[src/design/assert_macros.svh]
// ----------------------------------------------------------------------------
// Assertion macros
// Shared concurrent assertion forms used by the design.
// ----------------------------------------------------------------------------
`ifndef ASSERT_MACROS_SVH
`define ASSERT_MACROS_SVH

// The consequent must hold whenever the antecedent holds.
`define ASSERT_IMPL(label, clk, rst_n, ante, cons) \
	label: assert property (@(posedge clk) disable iff (!rst_n) (ante) |-> (cons)) \
		else $error("assertion failed");

// The consequent must hold in the cycle after the antecedent.
`define ASSERT_NEXT(label, clk, rst_n, ante, cons) \
	label: assert property (@(posedge clk) disable iff (!rst_n) (ante) |=> (cons)) \
		else $error("assertion failed");

// The expression must hold at every clock edge.
`define ASSERT_ALWAYS(label, clk, rst_n, expr) \
	label: assert property (@(posedge clk) disable iff (!rst_n) (expr)) \
		else $error("assertion failed");

`endif

[src/design/tbp_pkg.sv]
// ----------------------------------------------------------------------------
// Tournament predictor package
// Shared command type, counter reset values and counter update function.
// ----------------------------------------------------------------------------
package tbp_pkg;

	// Commands from the controller to the datapath.
	typedef struct packed {
		logic clear;   // write reset values at the clear index
		logic load;    // capture a branch and read histories and global tables
		logic lookup;  // read the local counter selected by the local history
		logic commit;  // produce the prediction and write back all updates
	} tbp_cmd_t;

	localparam logic [1:0] CTR_WEAK_NT      = 2'd1;
	localparam logic [1:0] CHOICE_WEAK_LOCAL = 2'd1;

	function automatic logic [1:0] sat_toward(input logic [1:0] ctr, input logic up);
		logic [1:0] res;
		if (up) begin
			res = (ctr == 2'd3) ? 2'd3 : ctr + 2'd1;
		end else begin
			res = (ctr == 2'd0) ? 2'd0 : ctr - 2'd1;
		end
		return res;
	endfunction

endpackage

[src/design/tbp_ctrl.sv]
// ----------------------------------------------------------------------------
// Tournament predictor controller
// Sequences the clearing pass, the two table read steps and the commit,
// and owns both handshakes.
// ----------------------------------------------------------------------------
module tbp_ctrl #(
	parameter int CLR_W = 12
) (
	input  logic                 clk,
	input  logic                 arst_n,
	input  logic                 in_valid,
	output logic                 in_stall,
	output logic                 out_valid,
	input  logic                 out_stall,
	output tbp_pkg::tbp_cmd_t    cmd,
	output logic [CLR_W-1:0]     clr_idx
);
	import tbp_pkg::*;

	typedef enum logic [1:0] {S_CLEAR, S_IDLE, S_HIST, S_CTR} state_t;

	state_t            state_q;
	logic [CLR_W-1:0]  clr_q;
	logic              out_valid_q;
	logic              finish;
	logic              accept;

	// The result can be committed once the output register is free or draining.
	assign finish   = (state_q == S_CTR) && (!out_valid_q || !out_stall);
	assign in_stall = !((state_q == S_IDLE) || finish);
	assign accept   = in_valid && !in_stall;

	assign cmd.clear  = (state_q == S_CLEAR);
	assign cmd.load   = accept;
	assign cmd.lookup = (state_q == S_HIST);
	assign cmd.commit = finish;

	assign clr_idx   = clr_q;
	assign out_valid = out_valid_q;

	always_ff @(posedge clk or negedge arst_n) begin
		if (!arst_n) begin
			state_q     <= S_CLEAR;
			clr_q       <= '0;
			out_valid_q <= 1'b0;
		end else begin
			unique case (state_q)
				S_CLEAR: begin
					clr_q <= clr_q + 1'b1;
					if (&clr_q) begin
						state_q <= S_IDLE;
					end
				end
				S_IDLE: begin
					if (accept) begin
						state_q <= S_HIST;
					end
				end
				S_HIST: begin
					state_q <= S_CTR;
				end
				S_CTR: begin
					if (finish) begin
						state_q <= accept ? S_HIST : S_IDLE;
					end
				end
			endcase

			priority if (finish) begin
				out_valid_q <= 1'b1;
			end else if (!out_stall) begin
				out_valid_q <= 1'b0;
			end else begin
				out_valid_q <= out_valid_q;
			end
		end
	end

endmodule

[config.mk]
export PLATFORM = sky130hd
export DESIGN_NAME = tbp_ctrl
export DESIGN_NICKNAME = d
export VERILOG_FILES = /design/src/design/assert_macros.svh /design/src/design/tbp_pkg.sv /design/src/design/tbp_ctrl.sv
export SDC_FILE = /design/constraint.sdc
export NUM_CORES = 1
export LEC_CHECK = 0
export BUFFER_PORTS_ARGS = -buffer_cell sky130_fd_sc_hd__buf_2
export CAP_MARGIN = 20
export CORE_UTILIZATION = 33
export CTS_CLUSTER_DIAMETER = 50
export DETAILED_ROUTE_END_ITERATION = 7
export PLACE_DENSITY = 0.52
export SYNTH_ARGS = -nofsm -noshare
export SYNTH_HDL_FRONTEND = slang
export SYNTH_SLANG_ARGS = --single-unit
export TNS_END_PERCENT = 30
[constraint.sdc]
create_clock -name clk -period 1.8 [get_ports clk]
set_input_delay 0.27 -clock clk [delete_from_list [all_inputs] [get_ports clk]]
set_output_delay 0.27 -clock clk [all_outputs]
set_load 0.005 [all_outputs]
==> results.json <==
{
  "crit_family": "flip-flops",
  "cts_htree_levels": 1,
  "post_cts_buffers": 0,
  "fmax_mhz": 612,
  "grt_pass1_vias": 475,
  "start_util": 0.364,
  "r2r-end": "state_q[0]$_DFFE_PN0P_",
  "numCtsBuffers": 3,
  "clk_latency_ns": 0.28,
  "cap_viol_max_count": 0,
  "synthesis.nets": 71,
  "core_area_um2": 2020,
  "layout.nets": 95,
  "grt_pass1_wl_um": 2210,
  "syn_area_per_cell_um2": 11.1,
  "stdcell_area_um2": 885,
  "cts_max_path_buffers": 2,
  "diodes": 0,
  "ioPinCount": 22,
  "drc": 0,
  "r2r_slack_ns": 0.30,
  "track_usage": 0.120,
  "drv_slew": 0,
  "yosys-mux-area-fraction": 0.0153,
  "critPathBufInv": 2,
  "hpwl_um": 998,
  "cts_resized": 0,
  "period_share": 0.907,
  "worst_setup_path_start_kind": "flip-flop",
  "first_iter_violations": 6,
  "grt_antenna_before_repair": 0,
  "synth_top_family_by_area": "simple AND/OR/NAND/NOR gates",
  "synth_edf_count": 0,
  "path_cells": "or2_1, inv_2, buf_2",
  "status": "finished clean",
  "powerDensity_nw_per_um2": 1350,
  "synthArstFlopShare": 1.00,
  "cp.arrival_ns": 1.36,
  "rsz0062_at_grt": "false",
  "row_count": 16,
  "clock_sinks": 15,
  "synth_compound_area_frac": 0.0306,
  "ir_drop_mv": 0.823,
  "yosysMostFrequentCell": "dfrtp_1",
  "synth_area_um2": 736,
  "critPathMaxFanout": 8,
  "wirelength_um": 1350,
  "cp.required_ns": 1.53,
  "synth_xor_area_frac": 0.131,
  "endpoint": "cmd[3]",
  "synth.largest_area_cell": "dfrtp_1",
  "ys_seq_area_frac": 0.510,
  "root_buffer": "clkbuf_4",
  "worstSetupStartpoint": "state_q[0]$_DFFE_PN0P_",
  "worstSetupPathType": "reg -> out",
  "seq_area_um2": 375,
  "min_period_ns": 1.63,
  "synth_flop_cell": "dfrtp_1",
  "rr_startpoint": "clr_idx[0]$_DFFE_PN0P_",
  "setup_tns_ns": 0,
  "synthTopCellsByArea": "dfrtp_1, xor2_1, xnor2_1",
  "post_synth_fa_ha_maj_area_fraction": 0.0170,
  "wl_per_cell_um": 11.6,
  "cts_tree": "yes",
  "crit_cells": 3,
  "multi_input_area_um2": 323,
  "postRouteAntennaNets": 0,
  "die_w_um": 49.2,
  "viasPerCell": 4.58,
  "power_mw": 1.20,
  "yosys-top-cells-count": "dfrtp_1, nand2_1, xor2_1",
  "setup_viol": 0,
  "syn_inst": 66,
  "crit_path_top_delay_cell": "dfrtp_1",
  "clkTransAtPathRegs_ns": 0.09,
  "grt_max_degree": 16,
  "yosysWarningCount": 0,
  "slowest_delay_ns": 0.46,
  "drive_gt1_frac": 0.348,
  "die-area_um2": 2420,
  "fillers": 216,
  "postCtsHoldBufs": 1,
  "num_vias": 531,
  "die_y_um": 49.2,
  "rr_worst_depth": 4,
  "p_leak_nw": 0.446,
  "portBuffers": 21,
  "dr.pass1.iters": 3,
  "slew_headroom": 0.769,
  "synth_cell_type_count": 25,
  "holdWs_ns": 0.228,
  "worstSetupEndpointType": "primary output",
  "ys_seq_elements": 15,
  "syn2layout_area_growth_pct": 20.2,
  "worstMarginPinSlew_ns": 0.346,
  "hold_viol": 0,
  "placed_cell_area_um2": 848,
  "synthSimpleGateAreaFrac": 0.245,
  "min_path_type": "in -> reg",
  "overflow": 0,
  "fin_worst_skew_ns": 0.00674,
  "synth_top_cell_area_share": 0.510,
  "globalplace.congestion": 0.752
}
==> area by class of cell <==
type,count,area share
multi-input combinational,45,0.365
sequential,15,0.424
inverter,3,0.0127
timing repair buffer,22,0.130
clock buffer,4,0.0297
tap,27,0.0382
==> flip-flops by register name (all words and copies together) (netlist names) <==
signal and flops:
out_valid 1, clr_idx 12, state_q 2
==> worst min-delay path by stage <==
stage                     startpoint                     end  slack (ns)  depth (start not counted)
after floorplan               arst_n  clr_idx[0]$_DFFE_PN0P_       -0.03                          0
after global placement        arst_n  state_q[1]$_DFFE_PN0P_        0.20                          1
after detailed placement      arst_n  state_q[1]$_DFFE_PN0P_        0.20                          1
after CTS                   in_valid  state_q[1]$_DFFE_PN0P_        0.22                          2
after global routing        in_valid  state_q[1]$_DFFE_PN0P_        0.22                          2
final                       in_valid  state_q[1]$_DFFE_PN0P_        0.23                          2
==> through the flow <==
step	worst slack, ns	cells	utilization
2_1_floorplan	0.347	66	-
3_3_place_gp	0.342	111	0.420
3_5_place_dp	0.286	111	0.420
4_1_cts	0.160	116	0.438
5_1_grt	0.101	116	0.438
6_report	0.167	116	0.438
==> cell usage in the layout (no fill, tap or decap), types with 2 or more instances in the layout <==
cell type	instances
buf_2	21
dfrtp_1	15
nand2_1	10
xor2_1	6
xnor2_1	5
nand3_1	3
nor3_1	3
clkbuf_4	3
nor4_2	2
nor4_1	2
inv_1	2
nand4_1	2
==> power breakdown <==
group	switching, mW	total, mW	internal, mW	leakage, nW
sequential	0.134	0.569	0.435	0.194
clock	0.106	0.192	0.0859	0.0150
combinational	0.216	0.438	0.222	0.237
==> routing by layer <==
metal	share of wire	GRT usage	routed length [um]	vias up
li1	-	-	-	272
met1	0.53	0.179	718	241
met2	0.40	0.162	542	14
met3	0.050	0.0312	67	4
met4	0.013	0.0441	18	0
met5	0	0	0	-
==> kinds of logic (layout without fill, tap and decap cells) <==
kind of cell    Yosys count  count (layout)
compound gates            3               3
fa+ha+maj                 1               1
mux                       1               1
flops                    15              15
buf+inv                   6              29
simple gates             29              29
xor+xnor                 11              11
==> worst reg2reg max path, cell delays in order (launching register included) <==
cell and delay (ns):
dfrtp_1 0.43, ha_1 0.24, nand3_4 0.11, or4_4 0.53, a21oi_2 0.14
Note: power is estimated with default switching activity, not from simulation.
